[config.mk]
export PLATFORM = sky130hd
export DESIGN_NAME = rsi_fifo
export DESIGN_NICKNAME = d
export VERILOG_FILES = /design/src/rtl/core/rsi_pkg.sv /design/src/rtl/core/rsi_fifo.sv
export SDC_FILE = /design/constraint.sdc
export NUM_CORES = 1
export LEC_CHECK = 0
export BUFFER_PORTS_ARGS = -buffer_cell sky130_fd_sc_hd__buf_2
export CORE_ASPECT_RATIO = 1.2
export CORE_MARGIN = 2
export CORE_UTILIZATION = 35
export CTS_CLUSTER_DIAMETER = 150
export CTS_CLUSTER_SIZE = 8
export DETAILED_ROUTE_END_ITERATION = 10
export MAX_ROUTING_LAYER = met4
export SYNTH_ARGS = -nofsm -noshare
export SYNTH_HDL_FRONTEND = slang
export SYNTH_SLANG_ARGS = --single-unit
[constraint.sdc]
create_clock -name clk_i -period 8.4 [get_ports clk_i]
set_input_delay 0.42 -clock clk_i [delete_from_list [all_inputs] [get_ports clk_i]]
set_output_delay 0.42 -clock clk_i [all_outputs]
set_load 0.05 [all_outputs]
[src/rtl/core/rsi_pkg.sv]
// rsi_pkg: widths, item types and constants of the ray/sphere intersection block
// used by every module under rtl/core, no dependencies

package rsi_pkg;

  localparam int FRAC_BITS = 16;
  localparam int CW        = 32;
  localparam int DW        = FRAC_BITS + 2;
  localparam int RADW      = 31;
  localparam int MW        = CW + 1;
  localparam int PMDW      = MW + DW;
  localparam int BW        = PMDW + 2;
  localparam int SQW       = 2 * CW;
  localparam int CCW       = SQW + 3;
  localparam int R2W       = 2 * RADW;
  localparam int BMAGW     = BW - 1;
  localparam int BLW       = BMAGW / 2;
  localparam int BHW       = BMAGW - BLW;
  localparam int B2W       = 2 * BMAGW;
  localparam int SHIFT     = 2 * FRAC_BITS;
  localparam int DISCW     = B2W + 2;
  localparam int RTW       = DISCW / 2;
  localparam int RMW       = RTW + 2;
  localparam int TW        = RTW + 2;
  localparam int TDW       = TW + DW;
  localparam int SUMW      = TDW - SHIFT + 1;
  localparam int QDEPTH    = 4;
  localparam int QAW       = $clog2(QDEPTH);
  localparam int IN_TDW    = ((6 * CW + 3 * DW) + 7) / 8 * 8;
  localparam int OUT_TDW   = ((3 * CW) + 7) / 8 * 8;

  localparam logic [RADW-1:0] RADIUS_RST = RADW'(1 << FRAC_BITS);

  typedef logic signed [CW-1:0] coord_t;
  typedef logic signed [DW-1:0] dir_t;

  typedef struct packed {
    coord_t [2:0]            o;
    dir_t   [2:0]            d;
    logic signed [BW-1:0]    b;
    logic signed [CCW-1:0]   c;
    logic                    miss;
  } front_item_t;

  typedef struct packed {
    coord_t [2:0]            o;
    dir_t   [2:0]            d;
    logic signed [BW-1:0]    b;
    logic                    miss;
  } side_t;

  typedef struct packed {
    logic full;
    logic empty;
  } qstat_t;

endpackage

[src/rtl/core/rsi_fifo.sv]
// rsi_fifo: short queue of classified items between front and back
// depends on rsi_pkg

module rsi_fifo (
  input  logic                  clk_i,
  input  logic                  rst_ni,
  input  logic                  push_i,
  input  rsi_pkg::front_item_t  data_i,
  input  logic                  pop_i,
  output rsi_pkg::front_item_t  data_o,
  output rsi_pkg::qstat_t       stat_o
);

  rsi_pkg::front_item_t mem_q [rsi_pkg::QDEPTH];
  logic [rsi_pkg::QAW-1:0] wptr_q, rptr_q;
  logic [rsi_pkg::QAW:0]   cnt_q;

  assign stat_o.full  = (cnt_q == (rsi_pkg::QAW+1)'(rsi_pkg::QDEPTH));
  assign stat_o.empty = (cnt_q == '0);
  assign data_o       = mem_q[rptr_q];

  always_ff @(posedge clk_i or negedge rst_ni) begin
    if (!rst_ni) begin
      wptr_q <= '0;
      rptr_q <= '0;
      cnt_q  <= '0;
    end else begin
      if (push_i) wptr_q <= wptr_q + 1'b1;
      if (pop_i)  rptr_q <= rptr_q + 1'b1;
      unique case ({push_i, pop_i})
        2'b10:   cnt_q <= cnt_q + 1'b1;
        2'b01:   cnt_q <= cnt_q - 1'b1;
        default: cnt_q <= cnt_q;
      endcase
    end
  end

  always_ff @(posedge clk_i) begin
    if (push_i) mem_q[wptr_q] <= data_i;
  end

endmodule

==> results.txt, run 1 <==
STA classifies the critical path endpoint as an output pin. The post-synthesis cell area is 0.0398 mm². Power spread over the standard cell area amounts to 400 mW/mm². The core outline area came out at 0.113 mm². The number of placed instances with taps included came out at between 3k and 4k. The classification of the worst-slack hold path is input port to flip-flop. The detail-routed via count per cell is ~4.8.

The startpoint identified for the worst register-to-register timing path is wptr_q[0]$_DFFE_PN0P_. The number of CTS-inserted buffers came out at between 150 and 200. The worst path uses 47.6% of the clock period.

The worst setup path is launched from a flip-flop. The worst-path cell with the longest stage delay is sky130_fd_sc_hd__dfrtp_4. The number of nets in the layout came out at 2671.

Data on the critical path arrives at its endpoint at about 3.6 ns. The post-CTS repair timing setup buffer count is 0. Power comes to 20.3 mW.

The clock tree buffer depth is 3. The ratio of cells with drive above 1 in the final layout is a little over two fifths. The sum of net half-perimeters after detailed placement came out at approximately 50 mm. The clock reaches the later pin of the worst-skew pair after around 0.75 ns. The first detailed-routing pass took 5 iterations.

The largest fanout on the critical path is 100. Summed over all layers, the global routing overflow is 0. The layout has 9502 filler cells. The standard-cell row count came out at ~140. During synthesis, Yosys emitted a total of 0 warnings. The worst hold margin came out at 0.420 ns. The number of antenna-violating nets in the routed design is 0. The synthesized area divided by synthesized cell count is approximately 27 µm².

In the post-synthesis netlist, the biggest area contributors are sky130_fd_sc_hd__edfxtp_1, sky130_fd_sc_hd__mux4_2, sky130_fd_sc_hd__buf_12. The die height came out at 373 µm. The wire length per cell after detailed routing is ~22 µm.

The quantity of I/O buffers inserted on ports came out at between 500 and 600. The combinational family with the most area after synthesis is multiplexers. On the worst path, the slowest cell contributes a delay of ~1.1 ns. The clock sink total is between 1k and 1.5k. The clock-pin transition on the worst setup and hold timing paths came out at roughly 0.050 ns. The synthesis-to-layout area growth came out at 27.7%. At the end of routability-driven placement, the weighted congestion stood at approximately 0.74. The total of flip-flops plus latches after synthesis is approximately 1.1k. The most critical setup path has its startpoint at rptr_q[0]$_DFFE_PN0P_.

The minimum clock period is between 3 and 4 ns. The final number of hold-violating endpoints is 0. TritonCTS built the clock tree. Entering global routing, the biggest net connects about 120 pins.

After detailed routing, the wire length on met1 is 34.4 mm. STA puts the critical path data required time at ~8.0 ns. The complex-gate fraction of the synthesized area came out at less than 1%. The share of synthesized cell area in full adder, half adder and majority cells came out at less than 1%. The number of remaining DRC errors is 0. Across the run, the number of max-cap violations was 0. At the pin with the least slew margin, the transition time is around 1.1 ns. Summing the areas of all xor and xnor instances in the mapped netlist gives less than 1% of the synthesized area. Synthesis handed over a netlist of 1453 instances. The setup skew after layout is 0.0243 ns. The total nets after synthesis came out at between 1.5k and 2k. From left edge to right edge, the die measures a little over 300 µm. In this run the number of H-tree levels came out at 4.

The number of different library cells used by synthesis comes to 20. The worst slew margin relative to its limit came out at a little over a quarter. The number of slew-limit violations in the final report is 0. The leakage component of the power came out at 17.3 nW. The largest vdd supply drop is approximately 0.28 mV.

The total length of routed met3 wires is between 5 and 6 mm. In this run the most critical hold path is launched from data_i[223]. The setup path with the least slack is of type flip-flop to output pin. The sum of negative setup slack is 0 ns. The number of global-route vias before repair is 20.8k. The signal on the critical path passes through buf_12 > mux4_2 > buf_2.

The sum of met2 wire segment lengths after detailed routing came out at ~45 mm. Pin placement for this block handled around 550 I/O pins. Sequential cells were found to cover between 80 and 90% of the synthesized design area. Setup repair after global routing left no endpoint under its margin. The final non-filler cell total came out at 3931.

The final wirelength is 87.1 mm. The highest layer touched by signal routing is met4. The timing-limited maximum frequency came out at 250 MHz. The number of antenna violations at the first check in global routing came out at 7. The portion of netlist area occupied by mux cells came out at between 10% and 20%. The area share of the largest cell type after synthesis is 81.8%.

Setup violations remaining at the end of the flow were counted as 0. The run finished with clean final reports. In this run, the number of DRC markers left after iteration 0 of detailed routing was about 1.3k. The first global-routing pass estimated 131 mm of wire. Across every metal layer, demand over resource in global routing totals approximately 15%.

CTS placed an instance of sky130_fd_sc_hd__clkbuf_16 at the clock tree root. Summed over all instances, the cell type with the most area after synthesis is sky130_fd_sc_hd__edfxtp_1. Summing over every cut layer, the via total after detailed routing is roughly 19k. Once the floorplan was initialized, standard cells occupied a little over a third of the core.

After Yosys synthesis, and, or, nand and nor cells account for 0.129% of the synthesized area. The floorplan step defined a die boundary enclosing 0.116 mm².
-- kinds of logic after synthesis --
logic type | after synthesis
flip-flops | 1091
multiplexers | 271
buffers and inverters | 67
AND/OR/NAND/NOR | 10
XOR/XNOR | 6
adder cells (fa/ha/maj) | 6
AO/OA/AOI/OAI | 2
-- critical path: cells and delay by family, from the launching register on --
family                 cells  cell delay (ns)
DFF                        1             1.07
muxes                      1             0.65
buffers and inverters      2             0.94
-- cells in the final DEF (no fill, tap or decap) --
master,Yosys,layout
sky130_fd_sc_hd__nor2_1,1,1
sky130_fd_sc_hd__and3_1,1,1
sky130_fd_sc_hd__inv_1,6,6
sky130_fd_sc_hd__inv_6,0,7
sky130_fd_sc_hd__nor3_1,1,1
sky130_fd_sc_hd__fa_1,1,1
sky130_fd_sc_hd__clkinv_16,0,1
sky130_fd_sc_hd__clkbuf_16,0,156
sky130_fd_sc_hd__ha_1,5,5
sky130_fd_sc_hd__nand2_1,3,3
sky130_fd_sc_hd__dlygate4sd3_1,0,275
sky130_fd_sc_hd__buf_2,18,547
sky130_fd_sc_hd__buf_4,0,14
sky130_fd_sc_hd__dfrtp_4,0,2
sky130_fd_sc_hd__xnor2_1,2,2
sky130_fd_sc_hd__diode_2,0,5
sky130_fd_sc_hd__xor2_1,4,4
sky130_fd_sc_hd__edfxtp_1,1084,1084
sky130_fd_sc_hd__inv_16,0,3
sky130_fd_sc_hd__o21ai_0,2,2
sky130_fd_sc_hd__clkinv_8,0,2
sky130_fd_sc_hd__and2_4,0,4
sky130_fd_sc_hd__clkinvlp_4,0,1
sky130_fd_sc_hd__mux4_2,271,271
sky130_fd_sc_hd__clkbuf_1,3,15
sky130_fd_sc_hd__buf_12,29,6
sky130_fd_sc_hd__dfrtp_1,7,5
-- metal layers --
layer,vias to the layer above,GRT usage [%]
li1,8172,-
met1,9974,18.2
met2,642,25.3
met3,151,4.41
met4,0,5.19
met5,-,-
-- Yosys cell counts --
master,n
sky130_fd_sc_hd__edfxtp_1,1084
sky130_fd_sc_hd__nor3_1,1
sky130_fd_sc_hd__ha_1,5
sky130_fd_sc_hd__o21ai_0,2
sky130_fd_sc_hd__inv_1,6
sky130_fd_sc_hd__xor2_1,4
sky130_fd_sc_hd__and3_1,1
sky130_fd_sc_hd__and2_1,4
sky130_fd_sc_hd__dfrtp_1,7
sky130_fd_sc_hd__clkbuf_1,3
sky130_fd_sc_hd__nor2_1,1
sky130_fd_sc_hd__xnor2_1,2
sky130_fd_sc_hd__nand2_1,3
sky130_fd_sc_hd__buf_6,1
sky130_fd_sc_hd__mux4_2,271
sky130_fd_sc_hd__buf_1,9
sky130_fd_sc_hd__buf_2,18
sky130_fd_sc_hd__fa_1,1
sky130_fd_sc_hd__buf_8,1
sky130_fd_sc_hd__buf_12,29
-- state kept, by name, summed over array words and instances, names as in the netlist --
name / cells
cnt_q: 3
mem_q: 1084
wptr_q: 2
rptr_q: 2
-- power by group --
part / internal, mW / switching (mW) / total, mW
sequential: 7.14 / 0.333 / 7.47
clock: 3.29 / 2.12 / 5.42
combinational: 2.14 / 5.30 / 7.44
total: 12.6 / 7.75 / 20.3
-- final cells by class --
cell class	instances	area, µm²	share of cell area, %
well taps	1507	1890	3.71
inverters	6	22.5	0.0443
repair buffers	842	5720	11.2
clock buffers	171	3960	7.79
diodes	5	12.5	0.0246
flip-flops and latches	1091	32700	64.4
clock inverters	14	191	0.377
multi-input cells	295	6310	12.4
-- timing repair --
item | 4_1_cts | 5_1_grt
endpoints found under the hold margin | 1095 | 0
hold buffers | 275 | 0
setup endpoints to repair | 0 | 0
gates resized for setup | 0 | 0
-- through the flow --
stage	setup WS [ns]	area, µm²	util (%)
finish	4.40	50800	45.0
global route	4.07	50800	45.0
CTS	4.15	50800	45.0
detailed placement	4.95	43900	38.9
global placement	4.97	43900	38.9
floorplan	0.976	39800	-
-- path summary, 6_finish.rpt --
check                                           to  slack, ns  cells past startpoint
max reg2reg                mem_q[0][125]$_DFFE_PP_       4.99                      5
max in group asynchronous    rptr_q[0]$_DFFE_PN0P_       7.42                      3
max                                     data_o[30]       4.40                      3
min reg2reg                   cnt_q[2]$_DFFE_PN0P_       0.49                      1
min                        mem_q[2][223]$_DFFE_PP_       0.42                      2
min in group asynchronous    wptr_q[0]$_DFFE_PN0P_       0.66                      3
No activity file was read; power rests on OpenSTA's default activity.
==> inputs of run 2 (changes only) <==
- ABC_AREA: unset -> 1
- clock period: 8.4 -> 3.2 ns (I/O delays scaled with it)
==> results.txt, run 2 <==
The flow ran to the end, and the final reports show no timing, DRC or antenna violations. The transition time of the tightest slew-check pin is 1.05 ns (-0.0534 ns). The total of warnings raised by yosys was 0 (unchanged). The die height came to 390 µm (+4.5%). The internal power consumption is 33.4 mW (+170%). The number of primary I/O pins came out at 548 (unchanged).

The remaining global-route overflow is 0 (unchanged). The most used flip-flop cell after synthesis is sky130_fd_sc_hd__edfxtp_1. For hold timing, the worst endpoint is mem_q[0][231]$_DFFE_PP_. The classification of the worst-slack hold path is input port to flip-flop. The ratio of cells with drive above 1 in the final layout came out at 21.0% (-21 points). The arrival time of data at the critical path endpoint came out at 2.74 ns (-0.84 ns). The detail-routed via count per cell was 4.62 (-4.1%). The number of flip-flops under the largest register name came out at 1084 (unchanged). The number of remaining DRC errors is 0 (unchanged). The total global routing track utilization came to 16.5% (+1.1 points). The number of antenna violations at the first check in global routing is 12 (+5).

By count the netlist is led by sky130_fd_sc_hd__edfxtp_1, sky130_fd_sc_hd__nand2_1, sky130_fd_sc_hd__inv_1. The area share of the largest cell type after synthesis came out at 74.9% (-6.9 points). The standard-cell row count is 141 (+4.4%). Setup repair after global routing left no endpoint under its margin. The element type at the critical path end is an output pin. The number of iterations in the first detailed-routing pass is 5 (unchanged). The register containing the most flip-flops in the final layout is mem_q. The worst hold margin was 0.157 ns (-0.263 ns). The quantity of I/O buffers inserted on ports is 547 (unchanged). The starting density of the core came to 35.3% (+0.037 points). In the layout the commonest cells are sky130_fd_sc_hd__edfxtp_1, sky130_fd_sc_hd__nand2_1, sky130_fd_sc_hd__inv_1. The final wirelength is 103 mm (+18%). The post-synthesis cell area came out at 0.0435 mm² (+9.3%).

The core outline area is 0.123 mm² (+9.1%). The number of unique standard cell types used by synthesis came out at 19 (-5.0%). The total of cells resized after clock tree synthesis is 0 (unchanged).

The power density normalized to cell area is 1070 mW/mm² (+170%). The share of the clock period used by the worst path after layout came out at 90.7%. The largest net degree at the start of global routing came out at 136 (+16%). The largest vdd supply drop is 1.02 mV (+270%). The largest registers in the layout are mem_q (1084), cnt_q (3). The power share of the sequential group is 32.6% (-4.2 points). The hold path depth is 2 (unchanged).

The first-pass GRT wire length is 156 mm (+19%). The area enclosed by the die boundary came out at 0.127 mm² (+9.1%). The leakage component of the power is 21.9 nW (+27%). Leaving out fill and tap cells, the most frequent cell in the layout is sky130_fd_sc_hd__edfxtp_1.

The number of antenna-violating nets in the routed design came out at 0 (unchanged). The clock-pin transition on the worst setup and hold timing paths is 0.05 ns (about the same). The total nets after synthesis came out at 3492 (+100%). The clock sink total came out at 1091 (unchanged). The clock tree buffer depth came out at 3 (unchanged). The sum of net half-perimeters after detailed placement is 64.1 mm (+26%). The clock network power share is 24.1% (-2.5 points). The number of vias in the routed layout is 26.7k (+41%). The endpoint identified for the worst register-to-register timing path is mem_q[3][33]$_DFFE_PP_. The final design utilization was 44.9% (-0.15 points). The worst slew margin relative to its limit is 29.9% (+3.6 points). The tree is rooted in a sky130_fd_sc_hd__clkbuf_16.

The biggest area contributor in the post-synthesis netlist is sky130_fd_sc_hd__edfxtp_1. The worst setup path is launched from a flip-flop. The final number of hold-violating endpoints came out at 0 (unchanged). The relative contribution of combinational cells to total power is 43.3% (+6.7 points). The path depth of the worst reg2reg path came out at 4 (-1). The net switching power is 26.0 mW (+240%). The number of slew-limit violations in the final report is 0 (unchanged). The number of enable-type register cells in the synthesized netlist came to 1084 (unchanged). The timing-limited maximum frequency is roughly 340 MHz. The number of global-route vias before repair came out at 27.0k (+29%). The largest fanout on the critical path is 35 (-65%). The total of endpoints with negative setup slack in the final report came out at 0 (unchanged).

The number of nets in the layout came out at 4384 (+64%). The minimum clock period is 2.90 ns. The slack of the worst reg-to-reg path is 1.11 ns (-3.88 ns). The number of CTS-inserted buffers came to 154 (unchanged). The async set or reset register ratio after synthesis is 0.642% (unchanged). The synthesized area divided by synthesized cell count is 13.5 µm² (-51%). The reported max-cap violation count is 0 (unchanged).

The fraction of power spent switching nets was 43.8% (+5.6 points). The wire length per cell after detailed routing came out at 17.7 µm (-20%). TritonCTS built the clock tree.

The clock insertion delay at the later pin of the skew report is 0.75 ns (about the same). The depth of the CTS H-tree is 4 (unchanged). In this run the critical register-to-register path is launched from wptr_q[0]$_DFFE_PN0P_. The worst setup path is of the flip-flop to output pin kind. The total of flip-flops plus latches after synthesis came out at 1091 (unchanged). The most common cell in the synthesized netlist is sky130_fd_sc_hd__edfxtp_1. The sequential area share after synthesis came out at 75.3% (-7.0 points).

The routability congestion estimate is 0.774 (+4.8%). After synthesis, the cell types taking the most area are sky130_fd_sc_hd__edfxtp_1, sky130_fd_sc_hd__o211ai_1, sky130_fd_sc_hd__nand2_1. The number of standard cells after synthesis is 3211 (+120%). The required time of the worst setup path is 3.04 ns (-4.94 ns). The violation count after the first detailed-routing iteration is 1529 (+14%).

The setup skew after layout is 0.0154 ns (-0.00896 ns). The synthesis-to-layout area growth came out at 27.2%. The die outline width is 326 µm (+4.5%). The startpoint identified for the worst hold timing path is data_i[231].
## run 2: cell types whose count changed in the layout (fill, tap and decap cells not counted), moves of 32 or more
cell / delta
sky130_fd_sc_hd__buf_12: +32
sky130_fd_sc_hd__buf_4: +46
sky130_fd_sc_hd__inv_1: +543
sky130_fd_sc_hd__mux4_2: -271
sky130_fd_sc_hd__nand2_1: +817
sky130_fd_sc_hd__o211ai_1: +504
sky130_fd_sc_hd__o211ai_2: +38
## run 2: critical path: stages, from the launching register on
cell                       delay [ns]
sky130_fd_sc_hd__dfrtp_4         0.79
sky130_fd_sc_hd__buf_12          0.31
sky130_fd_sc_hd__buf_4           0.33
sky130_fd_sc_hd__nand2_1         0.11
sky130_fd_sc_hd__o211ai_1        0.11
sky130_fd_sc_hd__nand2_1         0.10
sky130_fd_sc_hd__buf_2           0.22
## run 2: stage by stage
stage	power, mW	worst slack [ns]	setup TNS [ns]	area [µm²]	instances
finish	59.4	0.299	0	55300	5788
global route	62.3	0.117	0	55300	5787
CTS	60.2	0.155	0	55300	5775
detailed placement	45.4	1.02	0	48400	5316
global placement	45.2	1.03	0	48400	5316
floorplan	38.6	-1.93	-2085.73	43500	3211
## run 2: layout make-up
cell class,count,area [µm²]
antenna,13,32.5
clock buffer,170,3960
clock inverter,14,191
fill,11000,67900
inverter,556,2110
multi-input combinational,1382,7520
sequential,1091,32700
tap,1644,2060
timing repair buffer,918,6690
## run 2: worst max path at each step
stage                                startpoint               endpoint  slack (ns)
after floorplan           wptr_q[0]$_DFFE_PN0P_  mem_q[0][0]$_DFFE_PP_       -1.93
after global placement    rptr_q[0]$_DFFE_PN0P_             data_o[40]        1.03
after detailed placement  rptr_q[0]$_DFFE_PN0P_             data_o[40]        1.02
after CTS                 rptr_q[0]$_DFFE_PN0P_             data_o[40]        0.15
after global routing      rptr_q[0]$_DFFE_PN0P_            data_o[177]        0.12
final                     rptr_q[0]$_DFFE_PN0P_            data_o[177]        0.30
## run 2: power by group through the flow
stage	combinational, mW	clock (mW)	sequential [mW]
2_1_floorplan	18.8	0	19.9
3_3_place_gp	25.6	0	19.5
3_5_place_dp	25.8	0	19.6
4_1_cts	26.1	14.7	19.4
5_1_grt	27.5	15.3	19.5
6_report	25.7	14.3	19.3
## run 2: logic make-up (layout without fill, tap and decap cells)
group | count (synthesis) | in the layout | synth area share [%]
DFF | 1091 | 1091 | 75.3
and+or+nand+nor | 828 | 828 | 7.16
buffers and inverters | 738 | 1658 | 7.46
AOI/OAI and AO/OA | 544 | 544 | 9.82
adders and majority gates | 6 | 6 | 0.190
xor gates and xnor gates | 4 | 4 | 0.0806
other | 0 | 13 | 0
## run 2: what timing repair did
action,in CTS,in global routing
endpoints found under the hold margin,1098,0
hold buffers,275,0
buffers inserted,0,0
## run 2: metal layers
| metal | vias up | wire, µm | GRT usage, % |
|---|---|---|---|
| met1 | 12900 | 41500 | 18.6 |
| met5 | - | 0 | - |
| met4 | 0 | 3790 | 7.47 |
| met2 | 694 | 51500 | 27.5 |
| li1 | 13000 | - | - |
| met3 | 203 | 5890 | 4.16 |
==> inputs of run 3 (changes only) <==
- CORE_MARGIN: 2 -> unset
==> results.txt, run 3 (same netlist as run 2, synthesis figures left out) <==
The flow ran to the end, and the final reports show no timing, DRC or antenna violations. The most common library cell in the layout ignoring fill and taps is sky130_fd_sc_hd__edfxtp_1. The transition time of the tightest slew-check pin came out at 1.10 ns (+0.0503 ns). In the layout the commonest cells are sky130_fd_sc_hd__edfxtp_1, sky130_fd_sc_hd__nand2_1, sky130_fd_sc_hd__inv_1. The minimum clock period came out at 2.97 ns (+0.0702 ns). The largest net degree at the start of global routing is 139 (+2.2%). The number of CTS-inserted buffers is 154 (unchanged). The synthesis-to-layout area growth came out at 26.9%.

The final design utilization is 44.8% (-0.12 points). The clock sink total is 1091 (unchanged). The remaining global-route overflow came to 0 (unchanged). The wire length per cell after detailed routing came out at 17.5 µm (-1.5%). The register containing the most flip-flops in the final layout is mem_q. The reported max-cap violation count came out at 0 (unchanged).

The sum of net half-perimeters after detailed placement was 60.5 mm (-5.6%). The instance area after placement is 0.0482 mm² (-0.31%). The routability congestion estimate is 0.781 (+0.89%). The final non-filler cell area was 0.0551 mm² (-0.26%). The setup skew after layout is 0.0173 ns (+0.00189 ns). The number of antenna violations at the first check in global routing came out at 12 (unchanged). The largest fanout on the critical path was 73 (+110%).

The first-pass GRT wire length came out at 153 mm (-1.9%). The power density normalized to cell area is 1070 mW/mm² (-0.15%). The number of antenna-violating nets in the routed design is 0 (unchanged). The required time of the worst setup path is 3.04 ns (about the same). The final wirelength is 101 mm (-1.6%). Setup repair after global routing left no endpoint under its margin. The number of remaining DRC errors is 0 (unchanged). The final number of hold-violating endpoints came out at 0 (unchanged). The depth of the CTS H-tree came out at 4 (unchanged). The total of endpoints with negative setup slack in the final report came out at 0 (unchanged).

STA classifies the critical path endpoint as an output pin. The number of filler instances in the final layout came to 11.0k (-0.51%). The clock insertion delay at the later pin of the skew report came out at 0.76 ns (about the same). The ratio of cells with drive above 1 in the final layout is 20.8% (-0.24 points). The total of cells resized after clock tree synthesis came out at 0 (unchanged).

The worst hold path belongs to the class input port to flip-flop. The number of iterations in the first detailed-routing pass is 5 (unchanged). In the final layout, the registers with the most flip-flops are mem_q (1084), cnt_q (3). TritonCTS built the clock tree. The number of flip-flops under the largest register name is 1084 (unchanged). The standard-cell row count came out at 141 (unchanged). Traced cell by cell, the critical path runs through buf_4 > o211ai_1 > nand2_1 > buf_2. The worst slew margin relative to its limit came out at 26.6% (-3.4 points). The detail-routed via count per cell came out at 4.62 (about the same). The violation count after the first detailed-routing iteration came out at 1491 (-2.5%). The leakage component of the power is 21.9 nW (-0.34%). The area enclosed by the die boundary is 0.126 mm² (-1.1%).

The post-CTS repair timing setup buffer count came out at 0 (unchanged). The share of the clock period used by the worst path after layout came to 92.8% (+2.2 points). The hold buffer count at cts came out at 275 (unchanged). The clock-pin transition on the worst setup and hold timing paths was 0.05 ns (about the same).

The cell family with the largest share of critical-path delay is buffers and inverters. The largest vdd supply drop is 0.856 mV (-16%). The total global routing track utilization came out at 16.5% (about the same). The timing-limited maximum frequency came out at 337 MHz (-2.4%).

The critical path buffer and inverter count came out at 2 (-1). The slowest stage of the critical path belongs to the cell sky130_fd_sc_hd__dfrtp_4. The number of primary I/O pins came out at 548 (unchanged).

The number of vias in the routed layout is 26.7k (-0.26%). The largest incremental delay on the critical path is 0.76 ns (-0.03 ns). The starting density of the core came out at 35.3% (unchanged). The clock tree buffer depth is 3 (unchanged).

The worst hold margin came out at 0.155 ns (-0.00191 ns). The die height came out at 388 µm (-0.51%). The die outline width is 324 µm (-0.61%). The root buffer cell chosen for the clock tree is sky130_fd_sc_hd__clkbuf_16. The core outline area came out at 0.123 mm² (unchanged). The worst setup path category is flip-flop to output pin.

The number of slew-limit violations in the final report is 0 (unchanged). The number of global-route vias before repair came to 26.7k (-0.90%). STA classifies the critical path startpoint as a flip-flop. The arrival time of data at the critical path endpoint is 2.81 ns (+0.07 ns). The number of nets in the layout is 4373 (-0.25%). The quantity of I/O buffers inserted on ports came to 547 (unchanged).
==> run 3: metrics by stage <==
| step | std cells | setup TNS [ns] | total power [mW] | worst slack (ns) |
|---|---|---|---|---|
| floorplan | 3211 | -2085.73 | 38.6 | -1.93 |
| global placement | 5305 | 0 | 44.8 | 1.00 |
| detailed placement | 5305 | 0 | 45.1 | 0.951 |
| CTS | 5764 | 0 | 59.9 | 0.107 |
| global route | 5776 | 0 | 62.0 | 0.0147 |
| finish | 5777 | 0 | 59.1 | 0.229 |
==> run 3: worst paths after layout <==
| check | from | to | slack, ns | cells after the start |
|---|---|---|---|---|
| setup / recovery | rptr_q[0]$_DFFE_PN0P_ | data_o[60] | 0.23 | 4 |
| hold / removal | data_i[89] | mem_q[2][89]$_DFFE_PP_ | 0.16 | 2 |
| setup reg to reg | wptr_q[0]$_DFFE_PN0P_ | mem_q[2][223]$_DFFE_PP_ | 0.97 | 5 |
| hold reg to reg | cnt_q[2]$_DFFE_PN0P_ | cnt_q[2]$_DFFE_PN0P_ | 0.50 | 2 |
| max in group asynchronous | rst_ni | rptr_q[1]$_DFFE_PN0P_ | 2.37 | 3 |
| min in group asynchronous | rst_ni | rptr_q[0]$_DFFE_PN0P_ | 0.47 | 3 |
==> run 3: metal layers <==
layer | routed length (µm) | global-route usage (%) | vias up
li1 | - | - | 13000
met1 | 41000 | 18.7 | 12900
met2 | 50700 | 27.4 | 669
met3 | 6020 | 4.07 | 199
met4 | 3300 | 7.08 | 0
met5 | 0 | - | -
==> run 3: area by class of cell <==
cell class | count | area (µm²) | share of cell area (%)
Clock buffer | 170 | 3960 | 7.17
Sequential cell | 1091 | 32700 | 59.4
Tap cell | 1644 | 2060 | 3.73
Clock inverter | 14 | 195 | 0.354
Multi-Input combinational cell | 1382 | 7520 | 13.6
Antenna cell | 13 | 32.5 | 0.0590
Inverter | 556 | 2110 | 3.83
Timing Repair Buffer | 907 | 6540 | 11.9
==> run 3: report_power, final <==
| part | switching [mW] | internal, mW |
|---|---|---|
| combinational | 19.6 | 5.84 |
| clock | 5.68 | 8.64 |
| sequential | 0.643 | 18.7 |
